`src/sv/wlpm_pkg.sv`:
```
// Package with the shared types and constants of the window/level mapper.
package wlpm_pkg;

    // Widths fixed by the word formats.
    localparam int PIXEL_BITS     = 16;
    localparam int CFG_DATA_BITS  = 16;
    localparam int CFG_INDEX_BITS = 2;
    localparam int GREY_BITS      = 8;

    // Full-scale display level.
    localparam logic [GREY_BITS-1:0] GREY_MAX = {GREY_BITS{1'b1}};

    // Register reset values.
    localparam logic [CFG_DATA_BITS-1:0] START_RESET = 16'd0;
    localparam logic [CFG_DATA_BITS-1:0] END_RESET   = 16'd3000;

    // Configuration register indexes.
    localparam logic [CFG_INDEX_BITS-1:0] REG_WINDOW_START = 2'd0;
    localparam logic [CFG_INDEX_BITS-1:0] REG_WINDOW_END   = 2'd1;

    // Cycles from the accepting edge to the edge that takes the result:
    // classify, product, one stage per quotient bit, output register.
    localparam int PIPE_LATENCY = 3 + GREY_BITS;

    // Control that travels with each word down the pipeline.
    typedef struct packed {
        logic valid;
        logic clamp;
        logic white;
    } wlpm_ctl_t;

endpackage

```
`src/sv/wlpm_cfg_regs.sv`:
```
// Window start and end configuration registers.
module wlpm_cfg_regs (
    input  logic                                  clk,
    input  logic                                  rst_n,
    input  logic                                  cfg_valid,
    input  logic [wlpm_pkg::CFG_INDEX_BITS-1:0]   cfg_index,
    input  logic [wlpm_pkg::CFG_DATA_BITS-1:0]    cfg_data,
    output logic                                  cfg_ready,
    output logic [wlpm_pkg::CFG_DATA_BITS-1:0]    window_start,
    output logic [wlpm_pkg::CFG_DATA_BITS-1:0]    window_end
);

    logic [wlpm_pkg::CFG_DATA_BITS-1:0] start_reg;
    logic [wlpm_pkg::CFG_DATA_BITS-1:0] start_next;
    logic [wlpm_pkg::CFG_DATA_BITS-1:0] end_reg;
    logic [wlpm_pkg::CFG_DATA_BITS-1:0] end_next;

    // Writes are always taken.
    assign cfg_ready = 1'b1;

    // Address decode; unknown indexes are dropped.
    always_comb
    begin
        start_next = start_reg;
        end_next   = end_reg;
        if (cfg_valid)
        begin
            unique case (cfg_index)
                wlpm_pkg::REG_WINDOW_START: start_next = cfg_data;
                wlpm_pkg::REG_WINDOW_END:   end_next   = cfg_data;
                default:
                begin
                    start_next = start_reg;
                    end_next   = end_reg;
                end
            endcase
        end
    end

    always_ff @(posedge clk or negedge rst_n)
    begin
        if (!rst_n)
        begin
            start_reg <= wlpm_pkg::START_RESET;
            end_reg   <= wlpm_pkg::END_RESET;
        end
        else
        begin
            start_reg <= start_next;
            end_reg   <= end_next;
        end
    end

    assign window_start = start_reg;
    assign window_end   = end_reg;

endmodule

```
`src/sv/wlpm_front.sv`:
```
// Front stages: window classification, then the numerator times 255.
module wlpm_front #(
    parameter int LEVEL_BITS = 16
) (
    input  logic                                          clk,
    input  logic                                          rst_n,
    input  logic                                          in_valid,
    input  logic [wlpm_pkg::PIXEL_BITS-1:0]               pixel_level,
    input  logic [wlpm_pkg::CFG_DATA_BITS-1:0]            window_start,
    input  logic [wlpm_pkg::CFG_DATA_BITS-1:0]            window_end,
    output wlpm_pkg::wlpm_ctl_t                           ctl_o,
    output logic [LEVEL_BITS+wlpm_pkg::GREY_BITS-1:0]     rem_o,
    output logic [LEVEL_BITS-1:0]                         div_o
);

    localparam int PROD_BITS = LEVEL_BITS + wlpm_pkg::GREY_BITS;

    logic [LEVEL_BITS-1:0] lvl;
    logic [LEVEL_BITS-1:0] ws;
    logic [LEVEL_BITS-1:0] we;
    logic                  inverted;

    wlpm_pkg::wlpm_ctl_t   ctl1_next;
    wlpm_pkg::wlpm_ctl_t   ctl1_reg;
    logic [LEVEL_BITS-1:0] num_next;
    logic [LEVEL_BITS-1:0] num_reg;
    logic [LEVEL_BITS-1:0] den_next;
    logic [LEVEL_BITS-1:0] den_reg;

    wlpm_pkg::wlpm_ctl_t   ctl2_reg;
    logic [PROD_BITS-1:0]  prod_next;
    logic [PROD_BITS-1:0]  prod_reg;
    logic [LEVEL_BITS-1:0] den2_reg;

    // Only the low level bits of the sample and the window take part.
    assign lvl      = pixel_level[LEVEL_BITS-1:0];
    assign ws       = window_start[LEVEL_BITS-1:0];
    assign we       = window_end[LEVEL_BITS-1:0];
    assign inverted = (ws > we);

    // Saturate outside the window, else set up the ramp division.
    always_comb
    begin
        ctl1_next.valid = in_valid;
        ctl1_next.clamp = 1'b0;
        ctl1_next.white = 1'b0;
        num_next        = lvl - ws;
        den_next        = we - ws;
        if (!inverted)
        begin
            if (lvl >= we)
            begin
                ctl1_next.clamp = 1'b1;
                ctl1_next.white = 1'b1;
            end
            else if (lvl <= ws)
            begin
                ctl1_next.clamp = 1'b1;
            end
        end
        else
        begin
            num_next = ws - lvl;
            den_next = ws - we;
            if (lvl >= ws)
            begin
                ctl1_next.clamp = 1'b1;
            end
            else if (lvl <= we)
            begin
                ctl1_next.clamp = 1'b1;
                ctl1_next.white = 1'b1;
            end
        end
    end

    // Times 255 as a shift and a subtract.
    assign prod_next = {num_reg, {wlpm_pkg::GREY_BITS{1'b0}}}
                     - {{wlpm_pkg::GREY_BITS{1'b0}}, num_reg};

    // Control registers.
    always_ff @(posedge clk or negedge rst_n)
    begin
        if (!rst_n)
        begin
            ctl1_reg <= '0;
            ctl2_reg <= '0;
        end
        else
        begin
            ctl1_reg <= ctl1_next;
            ctl2_reg <= ctl1_reg;
        end
    end

    // Data registers.
    always_ff @(posedge clk)
    begin
        num_reg  <= num_next;
        den_reg  <= den_next;
        prod_reg <= prod_next;
        den2_reg <= den_reg;
    end

    assign ctl_o = ctl2_reg;
    assign rem_o = prod_reg;
    assign div_o = den2_reg;

endmodule

```
`src/sv/wlpm_div_stage.sv`:
```
// One restoring-division stage that settles a single quotient bit.
module wlpm_div_stage #(
    parameter int LEVEL_BITS = 16,
    parameter int BIT_POS    = 0
) (
    input  logic                                          clk,
    input  logic                                          rst_n,
    input  wlpm_pkg::wlpm_ctl_t                           ctl_i,
    input  logic [LEVEL_BITS+wlpm_pkg::GREY_BITS-1:0]     rem_i,
    input  logic [LEVEL_BITS-1:0]                         div_i,
    input  logic [wlpm_pkg::GREY_BITS-1:0]                quo_i,
    output wlpm_pkg::wlpm_ctl_t                           ctl_o,
    output logic [LEVEL_BITS+wlpm_pkg::GREY_BITS-1:0]     rem_o,
    output logic [LEVEL_BITS-1:0]                         div_o,
    output logic [wlpm_pkg::GREY_BITS-1:0]                quo_o
);

    localparam int PROD_BITS = LEVEL_BITS + wlpm_pkg::GREY_BITS;

    logic [PROD_BITS-1:0]               trial;
    logic                               fits;
    logic [PROD_BITS-1:0]               rem_next;
    logic [wlpm_pkg::GREY_BITS-1:0]     quo_next;

    wlpm_pkg::wlpm_ctl_t                ctl_reg;
    logic [PROD_BITS-1:0]               rem_reg;
    logic [LEVEL_BITS-1:0]              div_reg;
    logic [wlpm_pkg::GREY_BITS-1:0]     quo_reg;

    // Compare against the divisor aligned to this bit and subtract if it fits.
    assign trial = {{wlpm_pkg::GREY_BITS{1'b0}}, div_i} << BIT_POS;
    assign fits  = (rem_i >= trial);

    always_comb
    begin
        rem_next          = fits ? (rem_i - trial) : rem_i;
        quo_next          = quo_i;
        quo_next[BIT_POS] = fits;
    end

    always_ff @(posedge clk or negedge rst_n)
    begin
        if (!rst_n)
        begin
            ctl_reg <= '0;
        end
        else
        begin
            ctl_reg <= ctl_i;
        end
    end

    always_ff @(posedge clk)
    begin
        rem_reg <= rem_next;
        div_reg <= div_i;
        quo_reg <= quo_next;
    end

    assign ctl_o = ctl_reg;
    assign rem_o = rem_reg;
    assign div_o = div_reg;
    assign quo_o = quo_reg;

endmodule

```
`src/sv/window_level_pixel_mapper.sv`:
```
// Top level of the window/level pixel mapper.
//
// Maps a raw detector sample on pixel_level to an 8-bit grey value on
// display_level through the window held in two registers.
// Input channel: a word is taken at each rising edge with start high and
// busy low. busy never rises, so a new word may be given every cycle.
// Output channel: done is high for one cycle with display_level valid;
// the receiver takes it at the edge that ends that cycle and cannot stall.
// A word passes from the accepting edge to the edge that takes the result
// through one classify stage, one product stage, eight division stages
// (one per quotient bit) and the output register. Throughput is one word
// per cycle, set by the fully pipelined bit-per-stage divider.
// Configuration: cfg_valid/cfg_ready with cfg_index (0 window start,
// 1 window end, others ignored) and cfg_data; cfg_ready is always high.
// Write the window only while no words are in flight.
// Reset clears the pipeline valid bits and done, and sets the window to
// start 0, end 3000.
module window_level_pixel_mapper #(
    parameter int LEVEL_BITS = 16
) (
    input  logic                                  clk,
    input  logic                                  rst_n,
    input  logic                                  start,
    output logic                                  busy,
    input  logic [wlpm_pkg::PIXEL_BITS-1:0]       pixel_level,
    output logic                                  done,
    output logic [wlpm_pkg::GREY_BITS-1:0]        display_level,
    input  logic                                  cfg_valid,
    output logic                                  cfg_ready,
    input  logic [wlpm_pkg::CFG_INDEX_BITS-1:0]   cfg_index,
    input  logic [wlpm_pkg::CFG_DATA_BITS-1:0]    cfg_data
);

    localparam int PROD_BITS = LEVEL_BITS + wlpm_pkg::GREY_BITS;
    localparam int QBITS     = wlpm_pkg::GREY_BITS;

    logic [wlpm_pkg::CFG_DATA_BITS-1:0] window_start;
    logic [wlpm_pkg::CFG_DATA_BITS-1:0] window_end;

    wlpm_pkg::wlpm_ctl_t                ctl_pipe [0:QBITS];
    logic [PROD_BITS-1:0]               rem_pipe [0:QBITS];
    logic [LEVEL_BITS-1:0]              div_pipe [0:QBITS];
    logic [QBITS-1:0]                   quo_pipe [0:QBITS];

    logic                               done_reg;
    logic                               done_next;
    logic [QBITS-1:0]                   display_reg;
    logic [QBITS-1:0]                   display_next;

    // The pipeline takes a word every cycle.
    assign busy = 1'b0;

    // Window registers.
    wlpm_cfg_regs u_cfg (
        .clk          (clk),
        .rst_n        (rst_n),
        .cfg_valid    (cfg_valid),
        .cfg_index    (cfg_index),
        .cfg_data     (cfg_data),
        .cfg_ready    (cfg_ready),
        .window_start (window_start),
        .window_end   (window_end)
    );

    // Classification and product.
    wlpm_front #(
        .LEVEL_BITS (LEVEL_BITS)
    ) u_front (
        .clk          (clk),
        .rst_n        (rst_n),
        .in_valid     (start && !busy),
        .pixel_level  (pixel_level),
        .window_start (window_start),
        .window_end   (window_end),
        .ctl_o        (ctl_pipe[0]),
        .rem_o        (rem_pipe[0]),
        .div_o        (div_pipe[0])
    );

    assign quo_pipe[0] = '0;

    // Divider, most significant quotient bit first.
    for (genvar g = 0; g < QBITS; g++)
    begin : g_div
        wlpm_div_stage #(
            .LEVEL_BITS (LEVEL_BITS),
            .BIT_POS    (QBITS - 1 - g)
        ) u_stage (
            .clk   (clk),
            .rst_n (rst_n),
            .ctl_i (ctl_pipe[g]),
            .rem_i (rem_pipe[g]),
            .div_i (div_pipe[g]),
            .quo_i (quo_pipe[g]),
            .ctl_o (ctl_pipe[g+1]),
            .rem_o (rem_pipe[g+1]),
            .div_o (div_pipe[g+1]),
            .quo_o (quo_pipe[g+1])
        );
    end

    // Output select: saturated value or the ramp quotient.
    always_comb
    begin
        done_next = ctl_pipe[QBITS].valid;
        if (ctl_pipe[QBITS].clamp)
        begin
            display_next = ctl_pipe[QBITS].white ? wlpm_pkg::GREY_MAX : '0;
        end
        else
        begin
            display_next = quo_pipe[QBITS];
        end
    end

    always_ff @(posedge clk or negedge rst_n)
    begin
        if (!rst_n)
        begin
            done_reg <= 1'b0;
        end
        else
        begin
            done_reg <= done_next;
        end
    end

    always_ff @(posedge clk)
    begin
        display_reg <= display_next;
    end

    assign done          = done_reg;
    assign display_level = display_reg;

endmodule

```
`config.mk`:
```
export PLATFORM = sky130hd
export DESIGN_NAME = window_level_pixel_mapper
export DESIGN_NICKNAME = d
export VERILOG_FILES = /design/src/sv/wlpm_pkg.sv /design/src/sv/wlpm_cfg_regs.sv /design/src/sv/wlpm_front.sv /design/src/sv/wlpm_div_stage.sv /design/src/sv/window_level_pixel_mapper.sv
export SDC_FILE = /design/constraint.sdc
export NUM_CORES = 1
export LEC_CHECK = 0
export BUFFER_PORTS_ARGS = -buffer_cell sky130_fd_sc_hd__buf_2
export CAP_MARGIN = 20
export CORE_MARGIN = 2
export CORE_UTILIZATION = 55
export CTS_BUF_LIST = sky130_fd_sc_hd__clkbuf_4 sky130_fd_sc_hd__clkbuf_8
export CTS_CLUSTER_SIZE = 30
export DETAILED_ROUTE_END_ITERATION = 12
export PLACE_DENSITY_LB_ADDON = 0.05
export SYNTH_ARGS = -nofsm -noshare
export SYNTH_HDL_FRONTEND = slang
export SYNTH_HIERARCHICAL = 1
export SYNTH_SLANG_ARGS = --single-unit
export TNS_END_PERCENT = 20
```
`constraint.sdc`:
```
create_clock -name clk -period 6.9 [get_ports clk]
set_input_delay 0.345 -clock clk [delete_from_list [all_inputs] [get_ports clk]]
set_output_delay 0.345 -clock clk [all_outputs]
set_load 0.03 [all_outputs]
```
* Word-level counts from Yosys, hierarchy flattened
Cells that the tools add are included.
Storage, ports and cells: flip-flop bits (word level) 459, bits of input ports 38, output and inout bits 11, word-level logic and storage cells 107
Operators by class: add/sub/neg operators 12, magnitude comparators 13, eq/ne operators 1, muxes and demuxes 18, reduce and logical (&&, ||, !) cells 3
Operators with widths (count):
- 2-to-1 mux 24 bit | 7
- subtractor 16 bit | 4
- >= comparator 16 bit | 2
- <= comparator 16 bit | 2
- 2-to-1 mux 16 bit | 2
- >= comparator 24 x 16 -> 1 bit | 1
- >= comparator 24 x 17 -> 1 bit | 1
- >= comparator 24 x 18 -> 1 bit | 1
- >= comparator 24 x 19 -> 1 bit | 1
- >= comparator 24 x 20 -> 1 bit | 1
- >= comparator 24 x 21 -> 1 bit | 1
- >= comparator 24 x 22 -> 1 bit | 1
- >= comparator 24 x 23 -> 1 bit | 1
- subtractor 24 x 16 -> 24 bit | 1
- subtractor 24 x 17 -> 24 bit | 1
- subtractor 24 x 18 -> 24 bit | 1
- subtractor 24 x 19 -> 24 bit | 1
- subtractor 24 x 20 -> 24 bit | 1
- subtractor 24 x 21 -> 24 bit | 1
- subtractor 24 x 22 -> 24 bit | 1
- subtractor 24 x 23 -> 24 bit | 1
- > comparator 16 bit | 1
- 2-to-1 mux 8 bit | 2
- 2-to-1 mux 1 bit | 5
- other kinds (4) | 6

* Depth between registers and ports, before layout
Gate-level depths: netlist (run 1).
depth after elaboration 4, depth in mapped cells 13, mapped depth without buffers 12

* Cells and area by module
Netlist (run 1), hierarchy kept.
Modules (own cells, without submodules):
- wlpm_front | instances 1, cells an instance 640, area an instance 5552.8 um2, sequential area each 1591.5 um2
- wlpm_div_stage at g_div[6].u_stage | instances 1, cells an instance 232, area an instance 2294.7 um2, sequential area each 1036.0 um2
- wlpm_div_stage at g_div[4].u_stage | instances 1, cells an instance 241, area an instance 2293.4 um2, sequential area each 1036.0 um2
- wlpm_div_stage at g_div[0].u_stage | instances 1, cells an instance 225, area an instance 2288.4 um2, sequential area each 1036.0 um2
- wlpm_div_stage at g_div[5].u_stage | instances 1, cells an instance 236, area an instance 2260.9 um2, sequential area each 1036.0 um2
- wlpm_div_stage at g_div[7].u_stage | instances 1, cells an instance 229, area an instance 2245.9 um2, sequential area each 1036.0 um2
- wlpm_div_stage at g_div[1].u_stage | instances 1, cells an instance 224, area an instance 2234.6 um2, sequential area each 1036.0 um2
- wlpm_div_stage at g_div[3].u_stage | instances 1, cells an instance 232, area an instance 2220.9 um2, sequential area each 1036.0 um2
- wlpm_div_stage at g_div[2].u_stage | instances 1, cells an instance 210, area an instance 2185.8 um2, sequential area each 1036.0 um2
- wlpm_cfg_regs | instances 1, cells an instance 70, area an instance 1232.4 um2, sequential area each 809.5 um2
- window_level_pixel_mapper | instances 1, cells an instance 20, area an instance 327.8 um2, sequential area each 185.2 um2

* Worst setup path before layout (run 1)
Ideal clock, no wire load.
path kind reg-to-reg, from register g_div[0].u_stage.div_reg[7], to register g_div[1].u_stage.rem_reg[10], library setup time 121 ps, data arrival time 2422 ps, data required time 6779 ps, path slack 4357 ps, stages on the path, launching flop included 12, path buffers 3, period minus slack after synthesis 2543 ps, path through dfxtp_1 inv_1 ha_1 clkbuf_1 nand4_1 or4b_4 a2bb2oi_1 and3_1 buf_6 inv_2 buf_4 mux2_2
On the way: word-level cells in the longest chain between the ends 2
Ends and longest elaborated chain:
- start, declared | RTL line wlpm_div_stage.sv:27 | logic [LEVEL_BITS-1:0] div_reg;
- start signal, assigned | RTL line wlpm_div_stage.sv:56 | div_reg <= div_i;
- >= comparator 24 x 22 -> 1 bit | RTL line wlpm_div_stage.sv:32 | assign fits = (rem_i >= trial);
- 2-to-1 mux 24 bit | RTL line wlpm_div_stage.sv:36 | rem_next = fits ? (rem_i - trial) : rem_i;
- net g_div[1].u_stage.rem_next[10] | RTL line wlpm_div_stage.sv:22 | logic [PROD_BITS-1:0] rem_next;
- end signal, assigned | RTL line wlpm_div_stage.sv:55 | rem_reg <= rem_next;
- end, declared | RTL line wlpm_div_stage.sv:26 | logic [PROD_BITS-1:0] rem_reg;
The timed path passes the listed nets, and every way through them passes these cells. A chain may end at the register's enable or synchronous reset.

* Worst setup path in the final report (run 1)
from register g_div[1].u_stage.div_reg[14], to register g_div[2].u_stage.rem_reg[10]
On the way: word-level cells in the longest chain between the ends 2
Ends and longest elaborated chain (RTL line):
- start, declared | wlpm_div_stage.sv:27
- start signal, assigned | wlpm_div_stage.sv:56
- >= comparator 24 x 21 -> 1 bit | wlpm_div_stage.sv:32
- 2-to-1 mux 24 bit | wlpm_div_stage.sv:36
- net g_div[2].u_stage.rem_next[10] | wlpm_div_stage.sv:22
- end signal, assigned | wlpm_div_stage.sv:55
- end, declared | wlpm_div_stage.sv:26
The timed path passes the listed nets, and every way through them passes these cells.

==> qor.csv, run 1 <==
stage,metric,value,unit
run_status,outcome,finished clean,
sta,fin_crit,3.16,ns
global_route,grt_max_degree,64,
floorplan,dieHeight,209,um
sta,fin_crit_sh,45.8,%
hold_path,hold_path.class,input pin to register,
yosys,syn_inst,2380,
place,dp_cells,2912,
global_route,overflow,0,
sta,tightest_slew,1.00,ns
flow_run,max_cap_violations,0,
finish,syn2layout_area_growth,10.8,%
finish,nNetsFinal,2735,
floorplan,start_util,55.4,%
global_route,grt_pass1_vias,17783,
floorplan,rows,75,
yosys,yosys_warnings,6,
finish,final_cells,3071,
sta,max_freq,316,MHz
detailed_routing,route.detailed.drc,0,
cts,numCtsBuffers,77,
global_route,antenna_found_initial,0,
worst_setup_path,path_class,register to register,
cts,cts_max_level,3,
place,io_buffers,46,
floorplan,io_pins,49,
yosys,syn_area,23100,um^2
global_route,use_met3,3.91,%
cts,post_cts_buffers,0,
sta,fin_skew,0.0321,ns
global_route,grt_pass1_wl,89300,um
worst_setup_path,start_kind,register,
sta,finalMaxSlewViolations,0,
floorplan,core_area,41700,um^2
yosys,syn-num-nets,2645,
detailed_routing,ant_nets,0,
cts,cts_root_buf,clkbuf_8,
detailed_routing,wl_per_cell,17.9,um
detailed_routing,viasPerCell,5.60,
place,globalplace.congestion,0.937,
finish,antenna_cells,0,
sta,setup_viol,0,
cts,cts_tree,yes,
cts,path_clk_slew,0.06,ns
worst_setup_path,cp.required,7.41,ns
detailed_routing,postRouteWirelength,55000,um
worst_setup_path,reg2reg_depth,8,
cts,clk_latency,0.65,ns
yosys,synth_area_per_cell,9.69,um^2
cts,clock_sinks,459,
worst_setup_path,critical_path_arrival,3.68,ns
finish,drive_gt1_share,14.0,%
detailed_routing,drt_iter0_drc,1065,
finish,post-route-util,61.4,%
global_route,track_usage,25.5,%
detailed_routing,dr.pass1.iters,5,
worst_setup_path,worstSetupEndpointType,register,
floorplan,die_w,209,um
hold_path,min_path_cells,3,
global_route,busiest_layer,met2,
detailed_routing,vias,17184,
sta,slew_headroom,33.0,%
global_route,met2_usage,47.4,%
sta,rsz0062_at_grt,no,
sta,setup_tns,0,ns
cts,cts-resized-gates,0,
sta,hold_viol,0,
cts,clk_path_buf_depth,3,
global_route,met1_usage,27.9,%
floorplan,dieArea,43600,um^2
place,hpwl,43100,um
finish,largest_register_ffs,168,
worst_setup_path,path_max_fanout,17,
critical path, cell delays in order, from the launching register on:
cell and delay [ns]:
dfxtp_1 0.33, inv_1 0.05, ha_1 0.33, a21o_1 0.22, a22oi_1 0.27, and4bb_2 0.29, nor2b_1 0.46, or2_1 0.68
mux2_2 0.41
worst paths after layout:
check                                           start                    endpoint  slack [ns]
min in group asynchronous                       rst_n        u_cfg/window_end[10]        0.41
max in group asynchronous                       rst_n   g_div[6].u_stage/ctl_o[0]        5.92
setup reg to reg           g_div[1].u_stage/div_o[14]  g_div[2].u_stage/rem_o[10]        3.74
setup / recovery           g_div[1].u_stage/div_o[14]  g_div[2].u_stage/rem_o[10]        3.74
hold reg to reg             g_div[5].u_stage/quo_o[3]   g_div[6].u_stage/quo_o[3]        0.32
hold / removal                         pixel_level[1]          u_front/num_reg[1]        0.16
layout by cell type (no fill, tap or decap), types with 18 or more instances in the layout:
| cell | n |
|---|---|
| a211oi_1 | 19 |
| a21o_1 | 47 |
| a21oi_1 | 190 |
| a31oi_1 | 21 |
| and3_1 | 19 |
| buf_2 | 46 |
| clkbuf_8 | 99 |
| dfrtp_1 | 56 |
| dfxtp_1 | 396 |
| dlygate4sd3_1 | 18 |
| ha_1 | 215 |
| inv_1 | 229 |
| mux2_2 | 59 |
| nand2_1 | 172 |
| nand2b_1 | 21 |
| nand3_1 | 37 |
| nand4_1 | 22 |
| nor2_1 | 104 |
| nor2b_1 | 23 |
| nor3_1 | 40 |
| o211ai_1 | 27 |
| o21a_1 | 26 |
| o21ai_0 | 125 |
| o21ai_1 | 18 |
| xnor2_1 | 85 |
| xor2_1 | 65 |
through the flow:
stage	setup WS, ns	hold WS, ns	cell area [um^2]
3_5_place_dp	3.74	0.312	23600
2_1_floorplan	4.36	0.0494	23100
3_3_place_gp	3.85	0.312	23600
6_report	3.74	0.162	25600
4_1_cts	3.72	0.104	25600
5_1_grt	3.54	0.140	25600
area by class of cell:
| cell class | count | area [um^2] |
|---|---|---|
| clock inverter | 26 | 285 |
| clock buffer | 115 | 1480 |
| sequential | 459 | 9510 |
| fill | 3586 | 16100 |
| inverter | 234 | 881 |
| timing repair buffer | 67 | 433 |
| multi-input combinational | 1631 | 12300 |
| tap | 539 | 674 |
metal layers:
layer	up-vias	part of all wire [%]	wire length, um
met5	-	0	0
met4	0	4.7	2560
met3	135	3.7	2040
met2	384	51	28100
met1	8098	40	22300
li1	8567	-	-
timing repair:
item / in CTS / in global routing
hold buffers: 18 / 0
hold endpoints to repair: 89 / 0
endpoints found under the setup margin: 0 / 0
Power of run 1 is left out: the tool's default activity adds up to more than one toggle a clock period on the data nets, which glitch-free logic cannot reach.
==> run 2: changes to the inputs <==
Clock period 6.9 ns to 2.9 ns, I/O delays scaled along.
==> qor.csv, run 2 (same netlist as run 1, synthesis figures left out) <==
stage,metric,value,unit,change
global_route,antenna_found_initial,0,,unchanged
floorplan,die_w,209,um,unchanged
detailed_routing,ant_nets,0,,unchanged
global_route,grt_max_degree,64,,unchanged
floorplan,core_area,41700,um^2,unchanged
global_route,overflow,0,,unchanged
floorplan,dieHeight,209,um,unchanged
finish,final_cell_mix,"dfxtp_1 (396), inv_1 (229), ha_1 (212)",,"was dfxtp_1 (396), inv_1 (229), ha_1 (215)"
sta,slew_headroom,40.2,%,was 33.0%
sta,rsz0062_at_grt,no,,unchanged
sta,hold_viol,0,,unchanged
hold_path,min_path_cells,4,,was 3
global_route,met2_usage,46.8,%,was 47.4%
finish,fill_cells,3580,,was 3586
sta,tightest_slew,0.874,ns,was 1.00 ns
detailed_routing,vias,17409,,was 17184
worst_setup_path,path_max_fanout,17,,unchanged
worst_setup_path,worstSetupEndpointType,register,,unchanged
cts,numCtsBuffers,76,,was 77
worst_setup_path,critical_path_arrival,3.35,ns,was 3.68 ns
finish,regArea,9510,um^2,unchanged
worst_setup_path,r2r-start,u_cfg/window_start[9],,was g_div[1].u_stage/div_o[14]
sta,fin_skew,0.0249,ns,was 0.0321 ns
finish,antenna_cells,0,,unchanged
hold_path,min_from,pixel_level[14],,was pixel_level[1]
global_route,track_usage,25.6,%,was 25.5%
detailed_routing,wl_per_cell,17.8,um,was 17.9 um
place,io_buffers,46,,unchanged
finish,final_cells,3130,,was 3071
finish,syn2layout_area_growth,12.9,%,was 10.8%
worst_setup_path,path_class,register to register,,unchanged
sta,fin_crit,2.83,ns,was 3.16 ns
place,globalplace.congestion,0.888,,was 0.937
finish,nNetsFinal,2799,,was 2735
global_route,grt_pass1_vias,17533,,was 17783
worst_setup_path,r2r_slack,0.07,ns,was 3.74 ns
sta,finalMaxSlewViolations,0,,unchanged
detailed_routing,postRouteWirelength,55800,um,was 55000 um
global_route,met1_usage,29.2,%,was 27.9%
detailed_routing,viasPerCell,5.56,,was 5.60
hold_path,hold_path.class,input pin to register,,unchanged
finish,multi_input_area,12400,um^2,was 12300 um^2
worst_setup_path,cp.required,3.42,ns,was 7.41 ns
finish,drive_gt1_share,16.0,%,was 14.0%
flow_run,max_cap_violations,0,,unchanged
finish,largest_register_ffs,168,,unchanged
detailed_routing,dr.pass1.iters,5,,unchanged
worst_setup_path,reg2reg_depth,11,,was 8
global_route,grt_pass1_wl,88900,um,was 89300 um
floorplan,start_util,55.4,%,unchanged
floorplan,dieArea,43600,um^2,unchanged
worst_setup_path,r2r_end,u_front/num_reg[5],,was g_div[2].u_stage/rem_o[10]
cts,cts_root_buf,clkbuf_8,,unchanged
sta,setup_viol,0,,unchanged
finish,final_common_cell,dfxtp_1,,unchanged
worst_setup_path,start_kind,register,,unchanged
hold_path,min_to,u_front/num_reg[14],,was u_front/num_reg[1]
run_status,outcome,finished clean,,unchanged
cts,cts_max_level,3,,unchanged
cts,path_clk_slew,0.06,ns,about the same
cts,clock_sinks,459,,unchanged
sta,fin_crit_sh,97.5,%,was 45.8%
finish,post-route-util,62.5,%,was 61.4%
detailed_routing,route.detailed.drc,0,,unchanged
sta,max_freq,354,MHz,was 316 MHz
floorplan,io_pins,49,,unchanged
detailed_routing,drt_iter0_drc,940,,was 1065
cts,clk_path_buf_depth,3,,unchanged
global_route,busiest_layer,met2,,unchanged
place,dp_cells,2968,,was 2912
cts,cts_tree,yes,,unchanged
floorplan,rows,75,,unchanged
place,hpwl,43800,um,was 43100 um
cts,clk_latency,0.66,ns,was 0.65 ns
global_route,use_met3,4.03,%,was 3.91%
==> run 2: layout make-up <==
class,count,area share (%)
repair buffers,132,3.82
clock inverters,19,0.696
well taps,539,2.59
flip-flops and latches,459,36.5
inverters,234,3.38
multi-input cells,1631,47.4
clock buffers,116,5.55
==> run 2: worst max-delay path, cell delays in order, from the launching register on <==
cell	delay, ns
dfrtp_1	0.44
inv_1	0.10
ha_1	0.33
buf_4	0.16
nand2_1	0.08
nor3_1	0.33
and3_1	0.27
a21oi_2	0.07
buf_12	0.18
or4_1	0.50
o31a_1	0.12
xor2_1	0.14
==> run 2: metrics by stage <==
step | setup WS [ns] | TNS [ns] | area (um^2) | hold slack [ns]
after global placement | -0.199 | -0.502 | 24100 | 0.255
after global routing | 0.0113 | 0 | 26100 | 0.0731
final | 0.0729 | 0 | 26100 | 0.0670
after detailed placement | 0.0393 | 0 | 24100 | 0.260
after CTS | 0.0386 | 0 | 26000 | 0.0194
after floorplan | 0.357 | 0 | 23100 | -0.151
==> run 2: repair_timing <==
item / in CTS / in global routing
endpoints found under the setup margin: 0 / 18
resized for setup: 0 / 11
setup buffers: 0 / 2
hold buffers: 25 / 0
endpoints found under the hold margin: 92 / 0
==> run 2: worst max-delay path by stage <==
| stage | end | cells after the start | slack [ns] | from |
|---|---|---|---|---|
| after global routing | u_front/num_reg[5] | 10 | 0.01 | u_cfg/window_start[11] |
| after global placement | g_div[3].u_stage/rem_o[23] | 9 | -0.20 | g_div[2].u_stage/div_o[11] |
| after detailed placement | g_div[1].u_stage/rem_o[22] | 9 | 0.04 | g_div[0].u_stage/div_o[7] |
| after CTS | g_div[1].u_stage/rem_o[22] | 9 | 0.04 | g_div[0].u_stage/div_o[7] |
| final | u_front/num_reg[5] | 11 | 0.07 | u_cfg/window_start[9] |
| after floorplan | g_div[1].u_stage/rem_o[10] | 11 | 0.36 | g_div[0].u_stage/div_o[7] |
==> run 2: layer usage <==
metal	routed length, um	vias to the layer above
li1	-	8676
met4	2160	0
met3	1840	135
met1	23400	8211
met2	28400	387
met5	0	-
Power of run 2 is left out for the same reason.
